<file path="src/rtl/core/elmd_pkg.sv">
// ----------------------------------------------------------------------------
// elmd_pkg
// Shared types and constants for the efuse logical map decoder: operation
// codes passed from the parser to the result stage, status codes and the
// fixed logical addresses of the captured trim and front end bytes.
// ----------------------------------------------------------------------------
package elmd_pkg;

   // Operation codes carried through the queue.
   localparam logic [1:0] OP_WRITE   = 2'd0;
   localparam logic [1:0] OP_SUM_MAC = 2'd1;
   localparam logic [1:0] OP_SUM_OVR = 2'd2;
   localparam logic [1:0] OP_CLEAR   = 2'd3;

   // Summary status codes.
   localparam logic [1:0] STAT_OK   = 2'd0;
   localparam logic [1:0] STAT_MAC  = 2'd1;
   localparam logic [1:0] STAT_OVR  = 2'd2;

   // Full logical index width: block (7 bits), word (2 bits), byte (1 bit).
   localparam int LIDX_W = 10;

   // Logical addresses of captured bytes.
   localparam logic [LIDX_W-1:0] CAP_INDEX = 10'h0B9;
   localparam logic [LIDX_W-1:0] RFE_INDEX = 10'h0CA;
   localparam int                MAC_BYTES = 6;

   // Header decoding constants.
   localparam logic [7:0] TERM_BYTE = 8'hFF;
   localparam logic [4:0] EXT_CODE  = 5'h0F;

   // Queue sizing.
   localparam int QUEUE_DEPTH = 4;
   localparam int QPTR_W      = 2;
   localparam int QCNT_W      = 3;

   // One operation for the result stage.
   typedef struct packed {
      logic [1:0]        code;
      logic              clr;
      logic [LIDX_W-1:0] idx;
      logic [7:0]        data;
   } op_type;

   // Queue status seen by the top level and the result stage.
   typedef struct packed {
      logic              empty;
      logic [QCNT_W-1:0] count;
   } q_status_type;

endpackage

</file>
<file path="src/rtl/core/elmd_front.sv">
// ----------------------------------------------------------------------------
// elmd_front
// Record parser. Takes one physical byte per transaction, walks the header
// and word structure and produces up to two operations per byte.
// ----------------------------------------------------------------------------
module elmd_front #(
   parameter int PHY_BYTES  = 512,
   parameter int PROT_BYTES = 96,
   parameter int LOG_BYTES  = 512
) (
   input  logic             clock,
   input  logic             reset,
   input  logic             req_accept,
   input  logic             first_byte,
   input  logic [7:0]       phy_byte,
   output logic [1:0]       push_cnt,
   output elmd_pkg::op_type push0,
   output elmd_pkg::op_type push1
);

   localparam int REGION_END = (PHY_BYTES > PROT_BYTES) ? (PHY_BYTES - PROT_BYTES) : 0;
   localparam int POS_W      = $clog2(REGION_END + 4);
   localparam int LIDX_W_L   = elmd_pkg::LIDX_W;

   localparam logic [1:0] PH_DONE = 2'd0;
   localparam logic [1:0] PH_HDR  = 2'd1;
   localparam logic [1:0] PH_HDR2 = 2'd2;
   localparam logic [1:0] PH_DATA = 2'd3;

   logic [1:0]       phase_ff, phase_in;
   logic [POS_W-1:0] pos_ff, pos_in;
   logic [2:0]       held_ff, held_in;
   logic [6:0]       block_ff, block_in;
   logic [3:0]       mask_ff, mask_in;
   logic [1:0]       slot_ff, slot_in;
   logic             biw_ff, biw_in;

   logic [1:0]       cur_phase;
   logic             adv_go;
   logic [2:0]       adv_start;
   logic             adv_found;
   logic [1:0]       adv_slot;
   logic [LIDX_W_L-1:0] adv_lidx;
   logic             wr_v;
   logic             sum_v;
   logic [1:0]       sum_code;
   elmd_pkg::op_type wr_op;
   elmd_pkg::op_type sum_op;

   // Lowest present word at or above the start slot.
   always_comb begin
      adv_found = 1'b0;
      adv_slot  = 2'd0;
      for (int i = 3; i >= 0; i--) begin
         if ((3'(i) >= adv_start) && !mask_in[i]) begin
            adv_found = 1'b1;
            adv_slot  = 2'(i);
         end
      end
   end

   assign adv_lidx = {block_in, adv_slot, 1'b0};

   // Parser next state and operation generation.
   always_comb begin
      phase_in  = phase_ff;
      pos_in    = pos_ff;
      held_in   = held_ff;
      block_in  = block_ff;
      mask_in   = mask_ff;
      slot_in   = slot_ff;
      biw_in    = biw_ff;
      cur_phase = phase_ff;
      adv_go    = 1'b0;
      adv_start = 3'd0;
      wr_v      = 1'b0;
      sum_v     = 1'b0;
      sum_code  = elmd_pkg::OP_SUM_MAC;
      if (req_accept) begin
         if (first_byte) begin
            pos_in    = '0;
            held_in   = 3'd0;
            block_in  = 7'd0;
            mask_in   = 4'hF;
            slot_in   = 2'd0;
            biw_in    = 1'b0;
            cur_phase = PH_HDR;
            phase_in  = PH_HDR;
         end
         if (first_byte && (REGION_END == 0)) begin
            sum_v    = 1'b1;
            phase_in = PH_DONE;
         end else begin
            case (cur_phase)
               PH_HDR: begin
                  if (phy_byte == elmd_pkg::TERM_BYTE) begin
                     sum_v    = 1'b1;
                     phase_in = PH_DONE;
                  end else begin
                     pos_in = pos_in + 1'b1;
                     if (phy_byte[4:0] == elmd_pkg::EXT_CODE) begin
                        held_in  = phy_byte[7:5];
                        phase_in = PH_HDR2;
                     end else begin
                        block_in = {3'd0, phy_byte[7:4]};
                        mask_in  = phy_byte[3:0];
                        adv_go   = 1'b1;
                     end
                  end
               end
               PH_HDR2: begin
                  if (phy_byte == elmd_pkg::TERM_BYTE) begin
                     sum_v    = 1'b1;
                     phase_in = PH_DONE;
                  end else begin
                     pos_in   = pos_in + 1'b1;
                     block_in = {phy_byte[7:4], held_ff};
                     mask_in  = phy_byte[3:0];
                     adv_go   = 1'b1;
                  end
               end
               PH_DATA: begin
                  wr_v   = 1'b1;
                  pos_in = pos_in + 1'b1;
                  if (!biw_ff) begin
                     biw_in = 1'b1;
                  end else begin
                     adv_go    = 1'b1;
                     adv_start = {1'b0, slot_ff} + 3'd1;
                  end
               end
               default: begin
               end
            endcase

            // Move on to the next present word or the next header.
            if (adv_go) begin
               if (adv_found) begin
                  if ((pos_in + POS_W'(2) > POS_W'(REGION_END)) ||
                      ({1'b0, adv_lidx} + 11'd2 > 11'(LOG_BYTES))) begin
                     sum_v    = 1'b1;
                     sum_code = elmd_pkg::OP_SUM_OVR;
                     phase_in = PH_DONE;
                  end else begin
                     phase_in = PH_DATA;
                     slot_in  = adv_slot;
                     biw_in   = 1'b0;
                  end
               end else begin
                  phase_in = PH_HDR;
                  slot_in  = 2'd0;
                  biw_in   = 1'b0;
                  if (pos_in >= POS_W'(REGION_END)) begin
                     sum_v    = 1'b1;
                     phase_in = PH_DONE;
                  end
               end
            end
         end
      end
   end

   // Pack the operations; the write always precedes the summary.
   always_comb begin
      wr_op.code  = elmd_pkg::OP_WRITE;
      wr_op.clr   = 1'b0;
      wr_op.idx   = {block_ff, slot_ff, biw_ff};
      wr_op.data  = phy_byte;
      sum_op.code = sum_code;
      sum_op.clr  = first_byte;
      sum_op.idx  = '0;
      sum_op.data = 8'd0;
      push0       = sum_op;
      push1       = sum_op;
      push_cnt    = 2'd0;
      if (req_accept) begin
         if (wr_v) begin
            push0    = wr_op;
            push_cnt = sum_v ? 2'd2 : 2'd1;
         end else if (sum_v) begin
            push_cnt = 2'd1;
         end else if (first_byte) begin
            push0.code = elmd_pkg::OP_CLEAR;
            push_cnt   = 2'd1;
         end
      end
   end

   always_ff @(posedge clock) begin
      if (reset) begin
         phase_ff <= PH_DONE;
         pos_ff   <= '0;
         held_ff  <= 3'd0;
         block_ff <= 7'd0;
         mask_ff  <= 4'hF;
         slot_ff  <= 2'd0;
         biw_ff   <= 1'b0;
      end else begin
         phase_ff <= phase_in;
         pos_ff   <= pos_in;
         held_ff  <= held_in;
         block_ff <= block_in;
         mask_ff  <= mask_in;
         slot_ff  <= slot_in;
         biw_ff   <= biw_in;
      end
   end

endmodule

</file>
<file path="src/rtl/core/elmd_queue.sv">
// ----------------------------------------------------------------------------
// elmd_queue
// Short operation queue between parser and result stage. Takes up to two
// operations per cycle and releases one.
// ----------------------------------------------------------------------------
module elmd_queue (
   input  logic                   clock,
   input  logic                   reset,
   input  logic [1:0]             push_cnt,
   input  elmd_pkg::op_type       push0,
   input  elmd_pkg::op_type       push1,
   input  logic                   pop,
   output elmd_pkg::op_type       head,
   output elmd_pkg::q_status_type status
);

   elmd_pkg::op_type                 entry_ff [elmd_pkg::QUEUE_DEPTH];
   logic [elmd_pkg::QPTR_W-1:0]      wr_ptr_ff, wr_ptr_in;
   logic [elmd_pkg::QPTR_W-1:0]      rd_ptr_ff, rd_ptr_in;
   logic [elmd_pkg::QCNT_W-1:0]      count_ff, count_in;
   logic [elmd_pkg::QPTR_W-1:0]      wr_ptr_next;

   assign wr_ptr_next = wr_ptr_ff + 1'b1;

   // Pointer and occupancy update.
   always_comb begin
      wr_ptr_in = wr_ptr_ff + push_cnt;
      rd_ptr_in = rd_ptr_ff + {{(elmd_pkg::QPTR_W-1){1'b0}}, pop};
      count_in  = count_ff + {{(elmd_pkg::QCNT_W-2){1'b0}}, push_cnt}
                  - {{(elmd_pkg::QCNT_W-1){1'b0}}, pop};
   end

   always_ff @(posedge clock) begin
      if (reset) begin
         wr_ptr_ff <= '0;
         rd_ptr_ff <= '0;
         count_ff  <= '0;
      end else begin
         wr_ptr_ff <= wr_ptr_in;
         rd_ptr_ff <= rd_ptr_in;
         count_ff  <= count_in;
      end
   end

   // Entry storage.
   always_ff @(posedge clock) begin
      if (push_cnt != 2'd0) begin
         entry_ff[wr_ptr_ff] <= push0;
      end
      if (push_cnt == 2'd2) begin
         entry_ff[wr_ptr_next] <= push1;
      end
   end

   assign head         = entry_ff[rd_ptr_ff];
   assign status.empty = (count_ff == '0);
   assign status.count = count_ff;

endmodule

</file>
<file path="src/rtl/core/elmd_back.sv">
// ----------------------------------------------------------------------------
// elmd_back
// Result stage. Applies each operation to the captured fields and loads the
// result register that drives the response channel.
// ----------------------------------------------------------------------------
module elmd_back (
   input  logic                   clock,
   input  logic                   reset,
   input  logic [8:0]             mac_offset,
   input  elmd_pkg::op_type       head,
   input  elmd_pkg::q_status_type q_status,
   output logic                   pop,
   input  logic                   rsp_stall,
   output logic                   rsp_valid,
   output logic                   rsp_kind,
   output logic [8:0]             rsp_log_index,
   output logic [7:0]             rsp_log_byte,
   output logic [1:0]             rsp_status,
   output logic [47:0]            rsp_mac_address,
   output logic [5:0]             rsp_xtal_trim,
   output logic [4:0]             rsp_rf_front_end,
   output logic                   rsp_package_type,
   output logic                   rsp_last
);

   logic [47:0] mac_ff, mac_in;
   logic [7:0]  cap_ff, cap_in;
   logic [7:0]  rfe_ff, rfe_in;

   logic        rsp_valid_ff, rsp_valid_in;
   logic        kind_ff, kind_in;
   logic [8:0]  index_ff, index_in;
   logic [7:0]  byte_ff, byte_in;
   logic [1:0]  status_ff, status_in;
   logic [47:0] mac_out_ff, mac_out_in;
   logic [5:0]  cap_out_ff, cap_out_in;
   logic [4:0]  rfe_out_ff, rfe_out_in;
   logic        pkg_ff, pkg_in;

   logic [47:0] base_mac;
   logic [7:0]  base_cap;
   logic [7:0]  base_rfe;
   logic [10:0] mac_diff;
   logic        mac_hit;
   logic        is_write;

   assign pop      = !q_status.empty && (!rsp_valid_ff || !rsp_stall);
   assign is_write = (head.code == elmd_pkg::OP_WRITE);
   assign mac_diff = {1'b0, head.idx} - {2'b00, mac_offset};
   assign mac_hit  = ({1'b0, head.idx} >= {2'b00, mac_offset}) &&
                     (mac_diff < 11'(elmd_pkg::MAC_BYTES));

   // Captured fields: clear first if the operation opens a dump.
   always_comb begin
      base_mac = head.clr ? 48'hFFFF_FFFF_FFFF : mac_ff;
      base_cap = head.clr ? 8'hFF : cap_ff;
      base_rfe = head.clr ? 8'hFF : rfe_ff;
      mac_in   = mac_ff;
      cap_in   = cap_ff;
      rfe_in   = rfe_ff;
      if (pop) begin
         mac_in = base_mac;
         cap_in = base_cap;
         rfe_in = base_rfe;
         if (is_write) begin
            for (int k = 0; k < elmd_pkg::MAC_BYTES; k++) begin
               if (mac_hit && (mac_diff[2:0] == 3'(k))) begin
                  mac_in[47 - 8 * k -: 8] = head.data;
               end
            end
            if (head.idx == elmd_pkg::CAP_INDEX) begin
               cap_in = head.data;
            end
            if (head.idx == elmd_pkg::RFE_INDEX) begin
               rfe_in = head.data;
            end
         end
      end
   end

   // Result register load.
   always_comb begin
      rsp_valid_in = rsp_valid_ff && rsp_stall;
      kind_in      = kind_ff;
      index_in     = index_ff;
      byte_in      = byte_ff;
      status_in    = status_ff;
      mac_out_in   = mac_out_ff;
      cap_out_in   = cap_out_ff;
      rfe_out_in   = rfe_out_ff;
      pkg_in       = pkg_ff;
      if (pop) begin
         rsp_valid_in = (head.code != elmd_pkg::OP_CLEAR);
         if (is_write) begin
            kind_in    = 1'b0;
            index_in   = head.idx[8:0];
            byte_in    = head.data;
            status_in  = elmd_pkg::STAT_OK;
            mac_out_in = 48'd0;
            cap_out_in = 6'd0;
            rfe_out_in = 5'd0;
            pkg_in     = 1'b0;
         end else begin
            kind_in    = 1'b1;
            index_in   = 9'd0;
            byte_in    = 8'd0;
            if (head.code == elmd_pkg::OP_SUM_OVR) begin
               status_in = elmd_pkg::STAT_OVR;
            end else if ((base_mac == 48'd0) || (base_mac == 48'hFFFF_FFFF_FFFF)) begin
               status_in = elmd_pkg::STAT_MAC;
            end else begin
               status_in = elmd_pkg::STAT_OK;
            end
            mac_out_in = base_mac;
            cap_out_in = base_cap[5:0];
            rfe_out_in = base_rfe[4:0];
            pkg_in     = base_rfe[5];
         end
      end
   end

   always_ff @(posedge clock) begin
      if (reset) begin
         rsp_valid_ff <= 1'b0;
         mac_ff       <= 48'hFFFF_FFFF_FFFF;
         cap_ff       <= 8'hFF;
         rfe_ff       <= 8'hFF;
      end else begin
         rsp_valid_ff <= rsp_valid_in;
         mac_ff       <= mac_in;
         cap_ff       <= cap_in;
         rfe_ff       <= rfe_in;
      end
   end

   always_ff @(posedge clock) begin
      kind_ff    <= kind_in;
      index_ff   <= index_in;
      byte_ff    <= byte_in;
      status_ff  <= status_in;
      mac_out_ff <= mac_out_in;
      cap_out_ff <= cap_out_in;
      rfe_out_ff <= rfe_out_in;
      pkg_ff     <= pkg_in;
   end

   assign rsp_valid        = rsp_valid_ff;
   assign rsp_kind         = kind_ff;
   assign rsp_log_index    = index_ff;
   assign rsp_log_byte     = byte_ff;
   assign rsp_status       = status_ff;
   assign rsp_mac_address  = mac_out_ff;
   assign rsp_xtal_trim    = cap_out_ff;
   assign rsp_rf_front_end = rfe_out_ff;
   assign rsp_package_type = pkg_ff;
   assign rsp_last         = kind_ff;

endmodule

</file>
<file path="src/rtl/core/efuse_logical_map_decoder_top.sv">
// Results: each operation from an accepted byte is written into the operation
// queue and then into the result register that drives the response port.
// Throughput: one physical byte per cycle; the input stalls only while the
// four-entry operation queue holds three or more entries.
// Reset: synchronous, active high; parser idle until a first byte, captured
// fields all ones, MAC offset register 208.
// ----------------------------------------------------------------------------
// efuse_logical_map_decoder_top
// Decodes packed efuse records into logical map writes and a summary
// transaction per dump. Parser and result stage are joined by a short queue.
// ----------------------------------------------------------------------------
module efuse_logical_map_decoder_top #(
   parameter int PHY_BYTES  = 512,
   parameter int PROT_BYTES = 96,
   parameter int LOG_BYTES  = 512
) (
   input  logic        clock,
   input  logic        reset,
   input  logic        req_valid,
   output logic        req_stall,
   input  logic        req_first_byte,
   input  logic [7:0]  req_phy_byte,
   output logic        rsp_valid,
   input  logic        rsp_stall,
   output logic        rsp_kind,
   output logic [8:0]  rsp_log_index,
   output logic [7:0]  rsp_log_byte,
   output logic [1:0]  rsp_status,
   output logic [47:0] rsp_mac_address,
   output logic [5:0]  rsp_xtal_trim,
   output logic [4:0]  rsp_rf_front_end,
   output logic        rsp_package_type,
   output logic        rsp_last,
   input  logic        csr_write_enable,
   input  logic [8:0]  csr_write_data
);

   logic [8:0]             csr_mac_offset_ff;
   logic                   req_accept;
   logic [1:0]             push_cnt;
   elmd_pkg::op_type       push0;
   elmd_pkg::op_type       push1;
   elmd_pkg::op_type       q_head;
   elmd_pkg::q_status_type q_status;
   logic                   q_pop;

   // MAC offset register.
   always_ff @(posedge clock) begin
      if (reset) begin
         csr_mac_offset_ff <= 9'd208;
      end else if (csr_write_enable) begin
         csr_mac_offset_ff <= csr_write_data;
      end
   end

   // Hold off input when the queue cannot take two more operations.
   assign req_stall  = (q_status.count > elmd_pkg::QCNT_W'(elmd_pkg::QUEUE_DEPTH - 2));
   assign req_accept = req_valid && !req_stall;

   elmd_front #(
      .PHY_BYTES  (PHY_BYTES),
      .PROT_BYTES (PROT_BYTES),
      .LOG_BYTES  (LOG_BYTES)
   ) u_front (
      .clock      (clock),
      .reset      (reset),
      .req_accept (req_accept),
      .first_byte (req_first_byte),
      .phy_byte   (req_phy_byte),
      .push_cnt   (push_cnt),
      .push0      (push0),
      .push1      (push1)
   );

   elmd_queue u_queue (
      .clock    (clock),
      .reset    (reset),
      .push_cnt (push_cnt),
      .push0    (push0),
      .push1    (push1),
      .pop      (q_pop),
      .head     (q_head),
      .status   (q_status)
   );

   elmd_back u_back (
      .clock            (clock),
      .reset            (reset),
      .mac_offset       (csr_mac_offset_ff),
      .head             (q_head),
      .q_status         (q_status),
      .pop              (q_pop),
      .rsp_stall        (rsp_stall),
      .rsp_valid        (rsp_valid),
      .rsp_kind         (rsp_kind),
      .rsp_log_index    (rsp_log_index),
      .rsp_log_byte     (rsp_log_byte),
      .rsp_status       (rsp_status),
      .rsp_mac_address  (rsp_mac_address),
      .rsp_xtal_trim    (rsp_xtal_trim),
      .rsp_rf_front_end (rsp_rf_front_end),
      .rsp_package_type (rsp_package_type),
      .rsp_last         (rsp_last)
   );

   // The queue never holds more than its depth.
   a_queue_bound: assert property (@(posedge clock) disable iff (reset)
      q_status.count <= elmd_pkg::QCNT_W'(elmd_pkg::QUEUE_DEPTH))
      else $error("operation queue overflow");

   // Operations enter the queue only with an accepted transaction.
   a_push_on_accept: assert property (@(posedge clock) disable iff (reset)
      (push_cnt != 2'd0) |-> req_accept)
      else $error("queue push without an accepted transaction");

   // Two operations in one cycle are always a write followed by a summary.
   a_pair_order: assert property (@(posedge clock) disable iff (reset)
      (push_cnt == 2'd2) |-> ((push0.code == elmd_pkg::OP_WRITE) &&
                              ((push1.code == elmd_pkg::OP_SUM_MAC) ||
                               (push1.code == elmd_pkg::OP_SUM_OVR))))
      else $error("bad operation pair");

endmodule

</file>
<file path="config.mk">
export PLATFORM = sky130hd
export DESIGN_NAME = efuse_logical_map_decoder_top
export DESIGN_NICKNAME = d
export VERILOG_FILES = /design/src/rtl/core/elmd_pkg.sv /design/src/rtl/core/elmd_front.sv /design/src/rtl/core/elmd_queue.sv /design/src/rtl/core/elmd_back.sv /design/src/rtl/core/efuse_logical_map_decoder_top.sv
export SDC_FILE = /design/constraint.sdc
export NUM_CORES = 1
export LEC_CHECK = 0
export BUFFER_PORTS_ARGS = -buffer_cell sky130_fd_sc_hd__buf_4
export CAP_MARGIN = 20
export CORE_UTILIZATION = 60
export DETAILED_ROUTE_END_ITERATION = 16
export GPL_ROUTABILITY_DRIVEN = 0
export GPL_TIMING_DRIVEN = 0
export PLACE_DENSITY = 0.86
export SYNTH_ARGS = -nofsm -noshare
export SYNTH_HDL_FRONTEND = slang
export SYNTH_SLANG_ARGS = --single-unit
</file>
<file path="constraint.sdc">
create_clock -name clock -period 12.48 [get_ports clock]
set_input_delay 1.248 -clock clock [delete_from_list [all_inputs] [get_ports clock]]
set_output_delay 1.248 -clock clock [all_outputs]
set_load 0.03 [all_outputs]
</file>
After elaboration in Yosys (flattened, before gate mapping)
Memories as Yosys holds them, arrays and structs flattened. A register that Yosys moved wholly into a read port is not among the register bits.
Cells that the tools add are included.

word-level totals
  flip-flop bits (word level) = 189
  bits in writable memories = 84
  input bits = 23
  memories kept = 1

operators by class
  add/sub/neg operators = 10
  order comparisons = 10
  eq/ne operators = 16
  muxes and demuxes = 104
  reductions and logical operators = 32

memory list
  memory            words  width  read ports  clocked after memory_dff  wr ports  line              RTL
  u_queue.entry_ff  4      21     1           1                         2         elmd_queue.sv:17  elmd_pkg::op_type entry_ff [elmd_pkg::QUEUE_DEPTH];

operator list
  kind                                                                               number
  48-bit 2-to-1 mux                                                                  2
  8-bit 2-to-1 mux                                                                   12
  2-bit 2-to-1 mux                                                                   29
  48-bit equality test, second input constant                                        1
  48-bit logical NOT                                                                 1
  9-bit 2-to-1 mux                                                                   4
  7-bit 2-to-1 mux                                                                   5
  1-bit 2-to-1 mux                                                                   33
  21-bit 2-to-1 mux                                                                  1
  3-bit 2-to-1 mux                                                                   7
  10-bit by 8-bit equality test with 1-bit output, second input constant             2
  4-bit 2-to-1 mux                                                                   5
  19-bit 2-to-1 mux                                                                  1
  9-bit case mux with 2 select lines                                                 1
  1-bit logical AND                                                                  14
  7-bit case mux with 2 select lines                                                 1
  10-bit by 2-bit adder with 11-bit output, second input constant                    1
  11-bit by 10-bit greater-than comparator with 1-bit output, second input constant  1
  11-bit by 3-bit less-than comparator with 1-bit output, second input constant      1
  10-bit by 9-bit subtractor with 11-bit output                                      1
  10-bit by 9-bit >= comparator with 1-bit output                                    1
  9-bit by 1-bit adder with 9-bit output, second input constant                      1
  9-bit by 2-bit adder with 9-bit output, second input constant                      1
  9-bit >= comparator, second input constant                                         1
  other kinds (27)                                                                   45

Logic depth before layout (Yosys ltp)
  word-level depth = 26
  mapped depth = 22
  mapped depth without buffers = 18

Hierarchy
A second synthesis with hierarchy kept.

unflattened totals
  cells, all modules = 1215
  area, all modules = 13928.4 um^2

modules (own cells, without submodules)
  module                         times used  cells each  area an instance (um^2)  sequential area each (um^2)
  elmd_back                      1           567         6155.9                   3623.5
  elmd_queue                     1           243         4660.7                   2662.6
  elmd_front                     1           373         2767.7                   560.5
  efuse_logical_map_decoder_top  1           32          344.1                    180.2

Worst setup path before layout
No wires, ideal clock.

  path kind = input -> register
  start = input port req_first_byte
  end = register u_queue.count_ff[2] (netlist name)
  arrival time = 5.350 ns
  required time = 12.352 ns
  setup slack = 7.003 ns
  cell stages on the path = 21
  cell sequence = clkbuf_1 > clkbuf_1 > nor2_1 > inv_1 > ha_1 > clkbuf_1 > inv_1 > clkbuf_1 > a2111o_1 > a32o_2 > nor4b_4 > o21a_2 > nand3_1 > a21oi_2 > buf_2 > inv_1 > ha_1 > inv_1 > fa_1 > xnor2_1 > nor2_1

between the ends
  longest elaborated chain between the ends = 23
  elaborated cells between the ends (all ways) = 69

ends and longest elaborated chain
  element                                                                              line                                  RTL
  start: declaration                                                                   efuse_logical_map_decoder_top.sv:21   input logic req_first_byte,
  2-bit 2-to-1 mux or 4-bit 2-to-1 mux (tied branches)                                 elmd_front.sv:80                      if (first_byte) begin
  2-bit 2-to-1 mux or 4-bit 2-to-1 mux (tied branches)                                 elmd_front.sv:79, elmd_front.sv:101
  2-bit equality test, or another cell as far along                                    elmd_front.sv:94                      case (cur_phase)
  3-bit 2-to-1 mux or 4-bit case mux with 2 select lines (tied branches)               elmd_front.sv:94
  3-bit 2-to-1 mux or 4-bit 2-to-1 mux (tied branches)                                 elmd_front.sv:79                      if (req_accept) begin
  2-bit by 3-bit >= comparator with 1-bit output or 1-bit logical NOT (tied branches)  elmd_front.sv:55                      if ((3'(i) >= adv_start) && !mask_in[i]) begin
  1-bit logical AND                                                                    elmd_front.sv:55
  2-bit 2-to-1 mux (4 in series)                                                       elmd_front.sv:55
  [4 not listed]                                                                       n/a
  1-bit 2-to-1 mux                                                                     elmd_front.sv:138                     if (adv_found) begin
  1-bit 2-to-1 mux                                                                     elmd_front.sv:137                     if (adv_go) begin
  1-bit 2-to-1 mux                                                                     elmd_front.sv:79
  2-bit 2-to-1 mux, on equally long branches                                           elmd_front.sv:180, elmd_front.sv:179
  2-bit 2-to-1 mux (*)                                                                 elmd_front.sv:177                     if (wr_v) begin
  2-bit 2-to-1 mux (*)                                                                 elmd_front.sv:176                     if (req_accept) begin
  3-bit by 2-bit adder with 3-bit output (*)                                           elmd_queue.sv:29                      count_in = count_ff + {{(elmd_pkg::QCNT_W-2){1'b0}}, push_cnt}
  3-bit by 1-bit subtractor with 3-bit output (*)                                      elmd_queue.sv:30                      - {{(elmd_pkg::QCNT_W-1){1'b0}}, pop};
  end signal: assignment                                                               elmd_queue.sv:41                      count_ff <= count_in;
  end: declaration                                                                     elmd_queue.sv:20                      logic [elmd_pkg::QCNT_W-1:0] count_ff, count_in;

Mark *: on every way between the ends. The rest lies on a longest branch, timed or not. The select of a mux whose other input is x is not followed.
A chain may end at the register's enable or synchronous reset.

Worst setup path in the final report
Ends and elaborated chain as after synthesis.

==> flow_summary.yaml <==
routing:
  postRouteAntennaNets: 0
  via_per_inst: 6.60
  firstDrtPassIters: 8
  drc: 0
  drt-initial-drc-count: 1316
  via_count: 11600
  drt-total-wl_um: 36800
  wl_per_cell_um: 21.0
sta:
  max_freq_ghz: 0.145
  setup_viol: 0
  fin_crit_ns: 6.88
  fin_crit_sh_pct: 55.1
  slew_viol_final: 0
  fin_skew_ns: 0.0143
  rsz0062_at_grt: "no"
  slew_headroom_pct: 21.3
  fin_setup_tns_ns: 0
  hold_violations: 0
  worst_pin_slew_ns: 1.17
die:
  pin_count: 106
  rows: 53
  start_util_pct: 61.0
  fp.dieW_um: 148
  fp.dieArea_um2: 22000
  coreArea_um2: 21000
  die_h_um: 148
placed_design:
  placed_cell_area_um2: 13900
  place.port_buffers: 98
  dp.cells: 1704
  dp_hpwl_um: 25500
grt:
  grt_pass1_vias: 10900
  grt_overflow_total: 0
  grt_pass1_wl_um: 57100
  grt_max_degree: 51
  antenna_found_initial: 0
  grt_use_total_pct: 33.1
synth:
  yosys_warnings: 0
  async_reset_ff_share_pct: 0
  synth_ff_type: "dfxtp_1"
  syn-mean-instance-area_um2: 9.65
  synthTopCellsByArea: "dfxtp_1, edfxtp_1, nor2_1, mux4_2, a21oi_1"
  ys_seq_area_share_pct: 49.2
  yosysTopAreaCell: "dfxtp_1"
  syn_inst: 1329
  syn-cell-area_um2: 12800
  syn_nets: 1374
  ys_ff_latch: 269
  synth_top_cell_area_share_pct: 27.6
  synthDistinctLibCells: 86
  synth_edf_count: 92
clocking:
  post_cts_resized: 0
  postCtsSetupRepairBufs: 0
  cts_hold_buf: 0
  htree_levels: 1
  clock_path_buffers: 3
  clk_pin_slew_ns: 0.06
  cts_tree: "done"
  root_buffer: "clkbuf_16"
  clk_latency_ns: 0.56
  clock-sinks: 269
  cts_buffers: 28
final_layout:
  fin_cells: 1757
  final_cell_mix: "nor2_1, dfxtp_1, buf_4"
  final_common_cell: "nor2_1"
  fin_nets: 1505
  drive_above_1_share_pct: 16.3
  area_growth_syn_to_layout_pct: 15.9
  fin_area_um2: 14900
power_and_ir_drop:
  p_leak_nw: 5.55
  cellPowerDensity_nw_per_um2: 224
  swShare_pct: 38.7
  power_mw: 3.32
  p_sw_mw: 1.29
  vdd_drop_max_uv: 151
  p_clk_share_pct: 24.9
  combPwrFrac_pct: 38.5
  p_seq_share_pct: 36.6
  internal_power_mw: 2.04
setup_path:
  start_kind: "input port"
  endpoint_kind: "register"
  crit_family: "buffers and inverters"
  cp_cell_sequence: "buf_4, clkbuf_1, clkbuf_1, nor2_1, inv_1, ha_1, clkbuf_1, nand2_1, nor3_1, and3b_1, o32ai_1, a211oi_1, a31oi_1, a21oi_2, buf_2, inv_1, ha_1, inv_1, fa_1, xnor2_1, nor2_1"
  crit_path_top_delay_cell: "nor3_1"
  setup.worst_path.class: "input port to register"
  worst-path-buf-inv: 8
  required_ns: 12.90
  arrival_ns: 7.30
  cp_max_fo: 10
  max_stage_delay_ns: 0.93
min_path:
  hold_class: "register to register"
run_status:
  status: "finished clean"
run:
  drv_cap: 0
through the flow:
stage          setup slack, ns  util [%]  hold WS [ns]
2_1_floorplan             7.00         -         0.434
3_3_place_gp              5.42      66.2         0.445
3_5_place_dp              5.44      66.3         0.452
4_1_cts                   5.98      70.6         0.463
5_1_grt                   5.36      70.7         0.472
6_report                  5.60      70.7         0.463
worst register-to-register path: stages (launching register included):
cell and delay (ns):
dfxtp_1 0.43, buf_2 0.43, buf_1 0.71, mux4_2 0.70
ha_1 0.30, nor2b_1 0.13, o21ai_0 0.21, a21boi_0 0.16
o21a_1 0.26, or4_1 0.56, a2111oi_4 0.57, nand3_1 0.40
a21oi_1 0.64, o32a_1 0.27
flip-flops by register name (all words and copies together) (netlist names), 6 cells and up:
signal                  cells
u_back.rsp_log_index        9
u_back.rsp_xtal_trim        6
u_back.cap_ff               6
u_front.block_ff            7
u_back.rfe_ff               6
u_front.pos_ff              9
csr_mac_offset_ff           9
u_queue.entry_ff           84
u_back.rsp_log_byte         8
u_back.mac_ff              48
u_back.rsp_mac_address     48
routing by layer:
layer,vias up,routed length [um],global-route usage (%)
met5,-,0,0
met4,0,2030,16.6
met3,185,3910,6.60
met2,804,17200,54.2
met1,5428,13700,41.7
li1,5176,-,-
Yosys cell counts (22+ instances only):
cell and count:
clkbuf_1 58, and2_1 22, nor3_1 29, dfxtp_1 177, nand4_1 61, a2bb2oi_1 27, o31ai_1 40, edfxtp_1 92
nor2_1 202, o21ai_0 33, a21oi_1 77, nand2_1 80, inv_1 73
path summary, 6_finish.rpt:
check | from | to | slack (ns) | depth (start not counted)
max | req_first_byte | u_queue.count_ff[2]$_SDFF_PP0_ | 5.60 | 21
min | u_queue.entry_ff[2][4]$_SDFFE_PP0P_ | u_queue.entry_ff[2][4]$_SDFFE_PP0P_ | 0.46 | 2
max reg2reg | u_queue.rd_ptr_ff[0]$_SDFF_PP0_ | u_back.mac_ff[25]$_SDFFE_PP1P_ | 6.67 | 13
min reg2reg | u_queue.entry_ff[2][4]$_SDFFE_PP0P_ | u_queue.entry_ff[2][4]$_SDFFE_PP0P_ | 0.46 | 2
layout make-up:
type | count | area (um2)
Antenna cell | 1 | 2.50
Buffer | 94 | 422
Clock buffer | 44 | 835
Clock inverter | 7 | 78.8
Fill cell | 1488 | 6160
Inverter | 74 | 279
Multi-Input combinational cell | 892 | 5820
Sequential cell | 269 | 6310
Tap cell | 275 | 344
Timing Repair Buffer | 101 | 773
cells by family (layout without fill, tap and decap cells):
kind of cell	count (synthesis)	after routing	synth area share (%)
flip-flops	269	269	49.2
other	0	1	0
buffers and inverters	168	320	5.45
AND/OR/NAND/NOR	500	500	18.9
adder cells (fa/ha/maj)	22	22	2.26
XOR/XNOR	9	9	0.614
multiplexers	38	38	5.01
AO/OA/AOI/OAI	323	323	18.6
power groups by stage:
stage               Clock, mW  Combinational, mW  Sequential, mW
finish                  0.828               1.28            1.22
global route            0.864               1.35            1.23
CTS                     0.831               1.26            1.22
detailed placement          0               1.25            1.23
global placement            0               1.21            1.24
floorplan                   0              0.604            1.47
(Power assumes the default switching activity.)
